<file path="src/design/bae_pkg.sv">
// Shared types and constants for the binary arithmetic encoder.
// Used by the front, queue, back and top-level modules; depends on nothing.
package bae_pkg;

   // Operation codes carried on the request channel.
   localparam logic OP_ENCODE = 1'b0;
   localparam logic OP_FINISH = 1'b1;

   // Interval limits and the closing intervals used by a finish.
   localparam logic [31:0] MIN_LENGTH   = 32'h0100_0000;
   localparam logic [31:0] MAX_LENGTH   = 32'hFFFF_FFFF;
   localparam logic [31:0] TWICE_MIN    = 32'h0200_0000;
   localparam logic [31:0] HALF_MIN     = 32'h0080_0000;
   localparam logic [31:0] CLOSE_LENGTH = 32'h0000_8000;
   localparam logic [31:0] TWO_BYTE_LIM = 32'h0001_0000;

   localparam logic [7:0]  BYTE_ONES    = 8'hFF;

   // Width of the held 0xFF run counter.
   localparam int RUN_W = 6;

   // Slots of one release record, in stream order.
   localparam int SEG_NUM   = 4;
   localparam int SEG_IDX_W = 2;
   localparam int SEG_CARRY = 0;
   localparam int SEG_TAKE0 = 1;
   localparam int SEG_FLUSH = 3;

   // One segment: a head byte followed by count fill bytes (0xFF or 0x00).
   typedef struct packed {
      logic [7:0]       head;
      logic             fill_ones;
      logic [RUN_W-1:0] count;
   } seg_type;

   // Everything one item releases, handed from the front to the back.
   typedef struct packed {
      logic [SEG_NUM-1:0]  seg_valid;
      seg_type [SEG_NUM-1:0] seg;
      logic                overflow;
      logic                finish;
   } rec_type;

   // Queue status seen by the front and the back.
   typedef struct packed {
      logic full;
      logic empty;
   } q_status_type;

endpackage

</file>
<file path="src/design/bae_if.sv">
// Handshake interfaces for the request and response channels.
// Depends on nothing; the request payload width follows PROB_BITS.
interface bae_req_if #(parameter int PROB_BITS = 13);
   logic                 valid;
   logic                 ready;
   logic                 operation;
   logic                 bit_value;
   logic [PROB_BITS-1:0] zero_prob;

   modport source (output valid, output operation, output bit_value, output zero_prob,
                   input ready);
   modport sink   (input valid, input operation, input bit_value, input zero_prob,
                   output ready);
endinterface

interface bae_rsp_if;
   logic       valid;
   logic       ready;
   logic [7:0] out_byte;
   logic       last;
   logic       stream_end;
   logic       run_overflow;

   modport source (output valid, output out_byte, output last, output stream_end,
                   output run_overflow, input ready);
   modport sink   (input valid, input out_byte, input last, input stream_end,
                   input run_overflow, output ready);
endinterface

</file>
<file path="src/design/bae_front.sv">
// Front end: accepts items, runs the interval update and renormalization,
// and emits one release record for each item that releases bytes. Depends on bae_pkg and bae_req_if.
module bae_front #(
   parameter int PROB_BITS  = 13,
   parameter int MAX_FF_RUN = 48
) (
   input  logic                  clock,
   input  logic                  reset,
   bae_req_if.sink               req_ch,
   input  bae_pkg::q_status_type q_status,
   output logic                  push_valid,
   output bae_pkg::rec_type      push_data
);

   localparam int LEN_HI_W = 32 - PROB_BITS;

   typedef enum logic {
      S_IDLE,
      S_EXEC
   } state_type;

   typedef struct packed {
      logic [7:0]                held;
      logic                      valid;
      logic [bae_pkg::RUN_W-1:0] run;
   } hold_type;

   state_type                  state_ff;
   logic                       op_ff;
   logic                       bit_ff;
   logic [31:0]                x_ff;
   logic [31:0]                base_ff;
   logic [31:0]                length_ff;
   logic [7:0]                 held_ff;
   logic                       held_valid_ff;
   logic [bae_pkg::RUN_W-1:0]  run_ff;

   logic [PROB_BITS-1:0]       prob_w;
   logic [LEN_HI_W-1:0]        len_hi_w;
   logic [31:0]                x_in;
   logic [32:0]                sum_w;
   logic [31:0]                base_upd;
   logic [31:0]                length_upd;
   logic [31:0]                base_in;
   logic [31:0]                length_in;
   logic [1:0]                 nbytes_w;
   logic [7:0]                 byte_w;
   logic                       ovf_w;
   hold_type                   hold_w;
   bae_pkg::rec_type           rec_w;
   logic                       any_w;
   logic                       commit_w;

   // A probability of zero acts as the smallest nonzero probability.
   assign prob_w   = (req_ch.zero_prob == '0) ? PROB_BITS'(1) : req_ch.zero_prob;
   assign len_hi_w = length_ff[31:PROB_BITS];
   assign x_in     = 32'(prob_w) * 32'(len_hi_w);

   assign req_ch.ready = (state_ff == S_IDLE);

   always_comb begin
      sum_w      = {1'b0, base_ff};
      length_upd = x_ff;
      if (op_ff == bae_pkg::OP_ENCODE) begin
         if (bit_ff) begin
            sum_w      = {1'b0, base_ff} + {1'b0, x_ff};
            length_upd = length_ff - x_ff;
         end
      end else begin
         if (length_ff > bae_pkg::TWICE_MIN) begin
            sum_w      = {1'b0, base_ff} + {1'b0, bae_pkg::MIN_LENGTH};
            length_upd = bae_pkg::HALF_MIN;
         end else begin
            sum_w      = {1'b0, base_ff} + {1'b0, bae_pkg::HALF_MIN};
            length_upd = bae_pkg::CLOSE_LENGTH;
         end
      end
      base_upd = sum_w[31:0];

      hold_w = '{held: held_ff, valid: held_valid_ff, run: run_ff};
      rec_w  = '0;
      ovf_w  = 1'b0;
      byte_w = '0;

      // A carry out of the base ripples into the held byte and its run.
      if (sum_w[32] && hold_w.valid) begin
         if (hold_w.run != '0) begin
            rec_w.seg_valid[bae_pkg::SEG_CARRY]      = 1'b1;
            rec_w.seg[bae_pkg::SEG_CARRY].head      = hold_w.held + 8'd1;
            rec_w.seg[bae_pkg::SEG_CARRY].fill_ones = 1'b0;
            rec_w.seg[bae_pkg::SEG_CARRY].count     = hold_w.run - bae_pkg::RUN_W'(1);
            hold_w.held = '0;
            hold_w.run  = '0;
         end else begin
            hold_w.held = hold_w.held + 8'd1;
         end
      end

      if (length_upd < bae_pkg::TWO_BYTE_LIM) begin
         nbytes_w = 2'd2;
      end else if (length_upd < bae_pkg::MIN_LENGTH) begin
         nbytes_w = 2'd1;
      end else begin
         nbytes_w = 2'd0;
      end

      // Up to two bytes leave the top of the base.
      for (int i = 0; i < 2; i++) begin
         if (2'(i) < nbytes_w) begin
            byte_w = base_upd[31-8*i -: 8];
            if (!hold_w.valid) begin
               hold_w.held  = byte_w;
               hold_w.valid = 1'b1;
            end else if (byte_w == bae_pkg::BYTE_ONES &&
                         hold_w.run != bae_pkg::RUN_W'(MAX_FF_RUN)) begin
               hold_w.run = hold_w.run + bae_pkg::RUN_W'(1);
            end else begin
               rec_w.seg_valid[bae_pkg::SEG_TAKE0+i]      = 1'b1;
               rec_w.seg[bae_pkg::SEG_TAKE0+i].head      = hold_w.held;
               rec_w.seg[bae_pkg::SEG_TAKE0+i].fill_ones = 1'b1;
               rec_w.seg[bae_pkg::SEG_TAKE0+i].count     = hold_w.run;
               if (byte_w == bae_pkg::BYTE_ONES) begin
                  ovf_w = 1'b1;
               end
               hold_w.held = byte_w;
               hold_w.run  = '0;
            end
         end
      end

      case (nbytes_w)
         2'd1:    begin
            base_in   = {base_upd[23:0], 8'h00};
            length_in = {length_upd[23:0], 8'h00};
         end
         2'd2:    begin
            base_in   = {base_upd[15:0], 16'h0000};
            length_in = {length_upd[15:0], 16'h0000};
         end
         default: begin
            base_in   = base_upd;
            length_in = length_upd;
         end
      endcase

      // A finish releases whatever is still held.
      if (op_ff == bae_pkg::OP_FINISH && hold_w.valid) begin
         rec_w.seg_valid[bae_pkg::SEG_FLUSH]      = 1'b1;
         rec_w.seg[bae_pkg::SEG_FLUSH].head      = hold_w.held;
         rec_w.seg[bae_pkg::SEG_FLUSH].fill_ones = 1'b1;
         rec_w.seg[bae_pkg::SEG_FLUSH].count     = hold_w.run;
      end

      rec_w.overflow = ovf_w;
      rec_w.finish   = (op_ff == bae_pkg::OP_FINISH);
   end

   assign any_w      = |rec_w.seg_valid;
   assign commit_w   = (state_ff == S_EXEC) && (!any_w || !q_status.full);
   assign push_valid = (state_ff == S_EXEC) && any_w && !q_status.full;
   assign push_data  = rec_w;

   always_ff @(posedge clock) begin
      if (reset) begin
         state_ff      <= S_IDLE;
         base_ff       <= '0;
         length_ff     <= bae_pkg::MAX_LENGTH;
         held_ff       <= '0;
         held_valid_ff <= 1'b0;
         run_ff        <= '0;
      end else begin
         unique case (state_ff)
            S_IDLE: begin
               if (req_ch.valid) begin
                  state_ff <= S_EXEC;
               end
            end
            S_EXEC: begin
               if (commit_w) begin
                  state_ff <= S_IDLE;
                  if (op_ff == bae_pkg::OP_FINISH) begin
                     base_ff       <= '0;
                     length_ff     <= bae_pkg::MAX_LENGTH;
                     held_ff       <= '0;
                     held_valid_ff <= 1'b0;
                     run_ff        <= '0;
                  end else begin
                     base_ff       <= base_in;
                     length_ff     <= length_in;
                     held_ff       <= hold_w.held;
                     held_valid_ff <= hold_w.valid;
                     run_ff        <= hold_w.run;
                  end
               end
            end
            default: state_ff <= S_IDLE;
         endcase
      end
      if (state_ff == S_IDLE && req_ch.valid) begin
         op_ff  <= req_ch.operation;
         bit_ff <= req_ch.bit_value;
         x_ff   <= x_in;
      end
   end

endmodule

</file>
<file path="src/design/bae_queue.sv">
// Short record queue between the front and the back end.
// Depends on bae_pkg for the record and status types.
module bae_queue #(
   parameter int DEPTH = 2
) (
   input  logic                  clock,
   input  logic                  reset,
   input  logic                  push,
   input  bae_pkg::rec_type      push_data,
   input  logic                  pop,
   output bae_pkg::rec_type      pop_data,
   output bae_pkg::q_status_type status
);

   localparam int PTR_W = $clog2(DEPTH);
   localparam int CNT_W = $clog2(DEPTH + 1);

   bae_pkg::rec_type  store_ff [DEPTH];
   logic [PTR_W-1:0]  wr_ptr_ff;
   logic [PTR_W-1:0]  rd_ptr_ff;
   logic [CNT_W-1:0]  count_ff;

   assign status.full  = (count_ff == CNT_W'(DEPTH));
   assign status.empty = (count_ff == '0);
   assign pop_data     = store_ff[rd_ptr_ff];

   always_ff @(posedge clock) begin
      if (reset) begin
         wr_ptr_ff <= '0;
         rd_ptr_ff <= '0;
         count_ff  <= '0;
      end else begin
         if (push) begin
            wr_ptr_ff <= (wr_ptr_ff == PTR_W'(DEPTH - 1)) ? '0 : wr_ptr_ff + PTR_W'(1);
         end
         if (pop) begin
            rd_ptr_ff <= (rd_ptr_ff == PTR_W'(DEPTH - 1)) ? '0 : rd_ptr_ff + PTR_W'(1);
         end
         if (push && !pop) begin
            count_ff <= count_ff + CNT_W'(1);
         end else if (pop && !push) begin
            count_ff <= count_ff - CNT_W'(1);
         end
      end
      if (push) begin
         store_ff[wr_ptr_ff] <= push_data;
      end
   end

endmodule

</file>
<file path="src/design/bae_back.sv">
// Back end: expands release records into output bytes, one per cycle while the response
// channel is not stalled, behind a registered response stage. Depends on bae_pkg and bae_rsp_if.
module bae_back (
   input  logic                  clock,
   input  logic                  reset,
   input  bae_pkg::q_status_type q_status,
   input  bae_pkg::rec_type      pop_data,
   output logic                  pop,
   bae_rsp_if.source             rsp_ch
);

   logic                                 busy_ff;
   logic [bae_pkg::SEG_NUM-1:0]          mask_ff;
   bae_pkg::seg_type [bae_pkg::SEG_NUM-1:0] segs_ff;
   logic                                 ovf_ff;
   logic                                 fin_ff;
   logic [bae_pkg::RUN_W-1:0]            pos_ff;
   logic                                 rsp_valid_ff;
   logic [7:0]                           byte_ff;
   logic                                 last_ff;
   logic                                 end_ff;
   logic                                 run_ovf_ff;

   logic [bae_pkg::SEG_IDX_W-1:0]        cur_idx;
   logic [bae_pkg::SEG_NUM-1:0]          cur_bit;
   logic [bae_pkg::SEG_NUM-1:0]          rest_mask;
   bae_pkg::seg_type                     cur_seg;
   logic [7:0]                           cur_byte;
   logic                                 seg_done;
   logic                                 item_last;
   logic                                 emit;

   // Lowest pending segment comes first in the stream.
   always_comb begin
      cur_idx = '0;
      for (int i = bae_pkg::SEG_NUM - 1; i >= 0; i--) begin
         if (mask_ff[i]) begin
            cur_idx = bae_pkg::SEG_IDX_W'(i);
         end
      end
      cur_bit          = '0;
      cur_bit[cur_idx] = 1'b1;
   end

   assign rest_mask = mask_ff & ~cur_bit;
   assign cur_seg   = segs_ff[cur_idx];
   assign cur_byte  = (pos_ff == '0)   ? cur_seg.head :
                      cur_seg.fill_ones ? bae_pkg::BYTE_ONES : 8'h00;
   assign seg_done  = (pos_ff == cur_seg.count);
   assign item_last = seg_done && (rest_mask == '0);
   assign emit      = busy_ff && (!rsp_valid_ff || rsp_ch.ready);
   assign pop       = !busy_ff && !q_status.empty;

   assign rsp_ch.valid        = rsp_valid_ff;
   assign rsp_ch.out_byte     = byte_ff;
   assign rsp_ch.last         = last_ff;
   assign rsp_ch.stream_end   = end_ff;
   assign rsp_ch.run_overflow = run_ovf_ff;

   always_ff @(posedge clock) begin
      if (reset) begin
         busy_ff      <= 1'b0;
         mask_ff      <= '0;
         pos_ff       <= '0;
         rsp_valid_ff <= 1'b0;
      end else begin
         if (pop) begin
            busy_ff <= 1'b1;
            mask_ff <= pop_data.seg_valid;
            pos_ff  <= '0;
         end else if (emit) begin
            if (seg_done) begin
               mask_ff <= rest_mask;
               pos_ff  <= '0;
               if (item_last) begin
                  busy_ff <= 1'b0;
               end
            end else begin
               pos_ff <= pos_ff + bae_pkg::RUN_W'(1);
            end
         end
         if (emit) begin
            rsp_valid_ff <= 1'b1;
         end else if (rsp_ch.ready) begin
            rsp_valid_ff <= 1'b0;
         end
      end
      if (pop) begin
         segs_ff <= pop_data.seg;
         ovf_ff  <= pop_data.overflow;
         fin_ff  <= pop_data.finish;
      end
      if (emit) begin
         byte_ff    <= cur_byte;
         last_ff    <= item_last;
         end_ff     <= item_last && fin_ff;
         run_ovf_ff <= ovf_ff;
      end
   end

endmodule

</file>
<file path="src/design/binary_arith_encoder_core.sv">
// Top level of the binary arithmetic encoder: front end, record queue, back end.
// Depends on bae_pkg, bae_if, bae_front, bae_queue and bae_back.
//
//   Channel   Direction  Payload                                   Transfer when
//   req_ch    in         operation, bit_value, zero_prob           valid && ready
//   rsp_ch    out        out_byte, last, stream_end, run_overflow  valid && ready
//
// The front end takes a new item only while idle: the 13-by-19 interval multiply
// runs in the transfer cycle, and the exec state then updates the interval, applies any
// carry, renormalizes by up to two bytes and queues a release record if any bytes leave.
// The back end loads a record while idle and then sends one byte per cycle while rsp_ch
// is not stalled; it takes no new record until all n bytes of an item are sent (n is at most 51).
// Items that release no bytes never reach the back end.
// Reset is synchronous and restores the full interval, no held byte, and an
// empty queue; a finish item restores the same interval state once it is done.
// A stalled response fills the queue, and then the front end holds its item
// and stops taking requests until a slot frees up.
module binary_arith_encoder_core #(
   parameter int PROB_BITS   = 13,
   parameter int MAX_FF_RUN  = 48,
   parameter int QUEUE_DEPTH = 2
) (
   input  logic      clock,
   input  logic      reset,
   bae_req_if.sink   req_ch,
   bae_rsp_if.source rsp_ch
);

   // Records flow from the front end through the queue to the back end.
   logic                  push_valid;
   bae_pkg::rec_type      push_data;
   logic                  pop;
   bae_pkg::rec_type      pop_data;
   bae_pkg::q_status_type q_status;

   bae_front #(
      .PROB_BITS  (PROB_BITS),
      .MAX_FF_RUN (MAX_FF_RUN)
   ) u_front (
      .clock      (clock),
      .reset      (reset),
      .req_ch     (req_ch),
      .q_status   (q_status),
      .push_valid (push_valid),
      .push_data  (push_data)
   );

   bae_queue #(
      .DEPTH (QUEUE_DEPTH)
   ) u_queue (
      .clock     (clock),
      .reset     (reset),
      .push      (push_valid),
      .push_data (push_data),
      .pop       (pop),
      .pop_data  (pop_data),
      .status    (q_status)
   );

   bae_back u_back (
      .clock    (clock),
      .reset    (reset),
      .q_status (q_status),
      .pop_data (pop_data),
      .pop      (pop),
      .rsp_ch   (rsp_ch)
   );

endmodule
</file>
<file path="src/flat_wrapper.sv">
// flat-port wrapper written by rule: the top's interface ports become plain ports
module binary_arith_encoder_core_flat 
#(
   parameter int PROB_BITS   = 13,
   parameter int MAX_FF_RUN  = 48,
   parameter int QUEUE_DEPTH = 2
)
  (clock, reset, req_ch_valid, req_ch_operation, req_ch_bit_value, req_ch_zero_prob, req_ch_ready, rsp_ch_valid, rsp_ch_out_byte, rsp_ch_last, rsp_ch_stream_end, rsp_ch_run_overflow, rsp_ch_ready);
  bae_req_if #(.PROB_BITS(PROB_BITS)) req_ch_i ();
  bae_rsp_if rsp_ch_i ();
  input  logic clock;
  input  logic reset;
  input wire logic [$bits(req_ch_i.valid)-1:0] req_ch_valid;
  input wire logic [$bits(req_ch_i.operation)-1:0] req_ch_operation;
  input wire logic [$bits(req_ch_i.bit_value)-1:0] req_ch_bit_value;
  input wire logic [$bits(req_ch_i.zero_prob)-1:0] req_ch_zero_prob;
  output wire logic [$bits(req_ch_i.ready)-1:0] req_ch_ready;
  output wire logic [$bits(rsp_ch_i.valid)-1:0] rsp_ch_valid;
  output wire logic [$bits(rsp_ch_i.out_byte)-1:0] rsp_ch_out_byte;
  output wire logic [$bits(rsp_ch_i.last)-1:0] rsp_ch_last;
  output wire logic [$bits(rsp_ch_i.stream_end)-1:0] rsp_ch_stream_end;
  output wire logic [$bits(rsp_ch_i.run_overflow)-1:0] rsp_ch_run_overflow;
  input wire logic [$bits(rsp_ch_i.ready)-1:0] rsp_ch_ready;
  assign req_ch_i.valid = req_ch_valid;
  assign req_ch_i.operation = req_ch_operation;
  assign req_ch_i.bit_value = req_ch_bit_value;
  assign req_ch_i.zero_prob = req_ch_zero_prob;
  assign req_ch_ready = req_ch_i.ready;
  assign rsp_ch_valid = rsp_ch_i.valid;
  assign rsp_ch_out_byte = rsp_ch_i.out_byte;
  assign rsp_ch_last = rsp_ch_i.last;
  assign rsp_ch_stream_end = rsp_ch_i.stream_end;
  assign rsp_ch_run_overflow = rsp_ch_i.run_overflow;
  assign rsp_ch_i.ready = rsp_ch_ready;
  binary_arith_encoder_core #(.PROB_BITS(PROB_BITS), .MAX_FF_RUN(MAX_FF_RUN), .QUEUE_DEPTH(QUEUE_DEPTH)) u_core (.clock(clock), .reset(reset), .req_ch(req_ch_i), .rsp_ch(rsp_ch_i));
endmodule
</file>
<file path="config.mk">
export PLATFORM = sky130hd
export DESIGN_NAME = binary_arith_encoder_core_flat
export DESIGN_NICKNAME = d
export VERILOG_FILES = /design/src/design/bae_pkg.sv /design/src/design/bae_if.sv /design/src/design/bae_front.sv /design/src/design/bae_queue.sv /design/src/design/bae_back.sv /design/src/design/binary_arith_encoder_core.sv /design/src/flat_wrapper.sv
export SDC_FILE = /design/constraint.sdc
export NUM_CORES = 1
export LEC_CHECK = 0
export BUFFER_PORTS_ARGS = -buffer_cell sky130_fd_sc_hd__buf_2
export CAP_MARGIN = 20
export CORE_MARGIN = 4
export CORE_UTILIZATION = 55
export DETAILED_ROUTE_END_ITERATION = 8
export GPL_ROUTABILITY_DRIVEN = 0
export GPL_TIMING_DRIVEN = 1
export HOLD_SLACK_MARGIN = 0.03
export PLACE_DENSITY = 0.82
export SETUP_SLACK_MARGIN = 0.02
export SYNTH_ARGS = -nofsm -noshare
export SYNTH_HDL_FRONTEND = slang
export SYNTH_HIERARCHICAL = 1
export SYNTH_SLANG_ARGS = --single-unit
</file>
<file path="constraint.sdc">
create_clock -name clock -period 8.9 [get_ports clock]
set_input_delay 0.89 -clock clock [delete_from_list [all_inputs] [get_ports clock]]
set_output_delay 0.89 -clock clock [all_outputs]
set_load 0.005 [all_outputs]
</file>
==> run summary <==
first-pass GRT wire length = 112000 µm
post-route minimum period = 8010 ps
TritonCTS clock tree = done
Synth Area in Compound Gates = 15.3%
type of the worst min-delay path = reg2reg
antenna fix cells = 0
cts repair resizes = 0
max-slew violation total from the final report = 0
post-synthesis instance total = 2849
clock sink count = 336
effective utilization at floorplan = 55.9%
number of antenna violations at the first check in global routing = 0
Ys Warns = 6
run status = complete, no violations
H-tree levels = 2
layout net count = 3144
flip-flop and latch count after synthesis = 336
number of buffers inserted by port buffering = 31
Post-Synthesis Cell Area = 27500 µm²
total routing resource utilization after global routing = 25.8%
Die Wd = 231 µm
height of the die = 231 µm
wire length on met2 = 33600 µm
Pre-antenna DRT Iters = 6
count of flip-flops with a built-in enable after synthesis = 239
CTS Buf Count = 35
fraction of layout cells with a size suffix above 1 = 9.07%
dominant combinational cell family by area after synthesis = adder cells
maximum capacitance violations = 0
Async SR Flop Fraction = 0%
overall via count from detail_route = 21930
Routed WL per cell = 20.4 µm
Syn Nets = 3208
floorplan row count = 81
buffer levels on the longest clock path = 3
clock-pin transition on the worst setup and hold timing paths = 60 ps
final clock period utilization by the worst path = 90.0%
number of setup violations in the final report = 0
area of the die = 53600 µm²
arrival time of data at the critical path endpoint = 8220 ps
required time of the critical path = 9110 ps
total negative slack for setup checks = 0 ps
post-synthesis mux area share = 4.83%
HPWL Detailed = 51400 µm
largest net degree at the start of global routing = 71
Synth Area in Simple Gates = 16.1%
number of global-route vias before repair = 21863
adder-cell area share of the yosys netlist = 20.7%
Synth Flop Type = edfxtp_1
metal1 wirelength = 27200 µm
number of hold-repair buffers added at the cts stage = 0
amount of wire on met3 after detailed routing = 6250 µm
residual DRC count = 0
maximum frequency from static timing analysis = 0.125 GHz
clock tree skew after final layout = 32.3 ps
Placeable Area = 49200 µm²
endpoint class of the critical path = flop
clock latency reported for the late side of the worst-skew pair = 550 ps
critical path class = reg2reg
Remaining Overflow, GRT = 0
maximum net fanout on the critical path = 57
Iter 0 DRT Violations = 2181
vias per cell = 6.31
post-synthesis cell type count = 110
share of the synthesized netlist area taken by xor and xnor gates = 2.81%
remaining antenna violation count = 0
slew at the pin with the worst max-slew slack = 1060 ps
sequential area share after synthesis = 33.2%
mean cell area of the mapped netlist = 9.64 µm²
highest layer used for signal routing = met4
number of placed I/O pins = 32
RSZ-0062 raised after global routing = false
Clk Tree Root Cell = clkbuf_16
# Post-CTS Setup Buffers = 0
area added between synthesis and finish = 6.10%
Max transition margin = 29.2%
final wirelength = 71000 µm
Worst Setup Start Kind = flop
hold violation total from the final report = 0
## routing by layer
| metal | GRT usage [%] | up-vias |
|---|---|---|
| li1 | - | 9811 |
| met1 | 32.4 | 10577 |
| met2 | 43.5 | 1240 |
| met3 | 3.79 | 302 |
| met4 | 13.1 | 0 |
| met5 | 0 | - |
## sequential cells by signal, indices dropped and copies added, names as in the netlist, 2 cells and up, named ones only
| register | count |
|---|---|
| u_core/u_back/mask_ff | 4 |
| u_core/u_queue/store_ff | 132 |
| u_core/u_front/x_ff | 32 |
| u_core/u_queue/count_ff | 2 |
| u_core/u_back/pos_ff | 6 |
| u_core/u_front/held_ff | 8 |
| u_core/u_back/segs_ff | 60 |
| u_core/u_front/length_ff | 32 |
| u_core/u_back/rsp_ch.out_byte | 8 |
| u_core/u_front/base_ff | 32 |
| u_core/u_front/run_ff | 6 |
## area by class of cell
type                       count  area, µm²
clock buffer                  44        930
sequential                   336       9120
tap                          664        831
timing repair buffer          58        383
inverter                     317       1190
multi-input combinational   2037      16500
clock inverter                20        220
fill                        3923      20000
## cells in the final DEF, fill, tap and decap left out, drive strengths merged, types with 21 or more instances in the layout
cell type	Yosys	layout
and3	35	35
a31oi	21	21
nand3	59	59
o21ai	90	90
inv	316	320
xor2	24	24
nor2	187	187
mux2	76	76
nand4	22	22
and2	147	147
ha	151	151
a211oi	22	22
fa	189	189
nand2	292	292
xnor2	64	64
dfxtp	97	97
edfxtp	239	239
nor3	31	31
buf	57	58
clkbuf	102	44
mux2i	47	47
a21o	40	40
a21oi	171	171
## critical path, cell delays in order (launching register included)
cell and delay [ps]:
edfxtp_1 380, ha_1 200, inv_1 60, fa_1 400
nand2b_1 200, a21oi_1 250, o21ai_1 210, a2111o_1 490
a21oi_1 390, a41oi_1 220, nand2_1 410, nand2_1 460
inv_2 280, nor2_1 110, inv_1 150, ha_1 160
nand4_1 130, o2111ai_1 370, nor2_4 100, and3_1 200
a21oi_1 360, ha_1 280, o2111a_1 290, o21ai_2 90
a311oi_1 630, nor2b_4 450, buf_12 340
## through the flow
step / utilization, % / cell area, µm² / instances / hold slack, ps / worst slack, ps
2_1_floorplan: - / 27500 / 2849 / 400 / 239
3_3_place_gp: 56.9 / 28000 / 3412 / 403 / 1400
3_5_place_dp: 56.9 / 28000 / 3412 / 406 / 1070
4_1_cts: 59.3 / 29100 / 3476 / 420 / 1070
5_1_grt: 59.3 / 29100 / 3476 / 429 / 353
6_report: 59.3 / 29100 / 3476 / 424 / 891
## logic make-up (layout without fill, tap and decap cells)
| family | after synthesis | count (layout) |
|---|---|---|
| compound gates | 599 | 599 |
| xor+xnor | 88 | 88 |
| fa+ha+maj | 340 | 340 |
| buf+inv | 476 | 439 |
| flops | 336 | 336 |
| mux | 123 | 123 |
| other cells | 1 | 1 |
| simple gates | 886 | 886 |
## cell usage after synthesis, types with 8 or more instances
library cell    n  share of area (%)
a211o_1        14               0.45
a211oi_1       21               0.57
a21o_1         40                1.1
a21oi_1       170                3.1
a222oi_1       10               0.36
a22o_1         20               0.64
a22oi_1        13               0.36
a2bb2oi_1      16               0.51
a31o_2         10               0.32
a31oi_1        21               0.48
and2_1        147                3.3
and3_1         35               0.80
buf_1          11               0.15
buf_2          23               0.42
buf_4          15               0.41
buf_6           8               0.33
clkbuf_1      102                1.4
dfxtp_1        97                7.1
edfxtp_1      239                 26
fa_1          189                 14
ha_1          151                6.9
inv_1         311                4.3
mux2_2         76                3.1
mux2i_1        47                1.7
nand2_1       291                4.0
nand2b_1       17               0.39
nand3_1        59                1.1
nand4_1        22               0.50
nor2_1        184                2.5
nor2b_1        14               0.32
nor3_1         30               0.55
nor3b_1         8               0.22
nor4_1         15               0.34
o2111ai_1      11               0.35
o211ai_1       17               0.46
o21a_1         13               0.36
o21ai_0        80                1.5
o21bai_1       12               0.33
o22ai_1        16               0.36
or3_1          19               0.43
xnor2_1        64                2.0
xor2_1         24               0.77
## worst paths after layout
| check | cells past startpoint | end | slack [ps] | from |
|---|---|---|---|---|
| worst max-delay path | 26 | u_core/u_queue/store_ff[0][43] | 890 | u_core/u_front/x_ff[0] |
| worst min-delay path | 0 | u_core/u_back/rsp_ch.run_overflow | 420 | u_core/u_back/ovf_ff |
| worst max register to register | 26 | u_core/u_queue/store_ff[0][43] | 890 | u_core/u_front/x_ff[0] |
| worst min register to register | 0 | u_core/u_back/rsp_ch.run_overflow | 420 | u_core/u_back/ovf_ff |
Power is not shown: default switching activity piles up to over one toggle a cycle in this logic, so the estimate is an artifact.
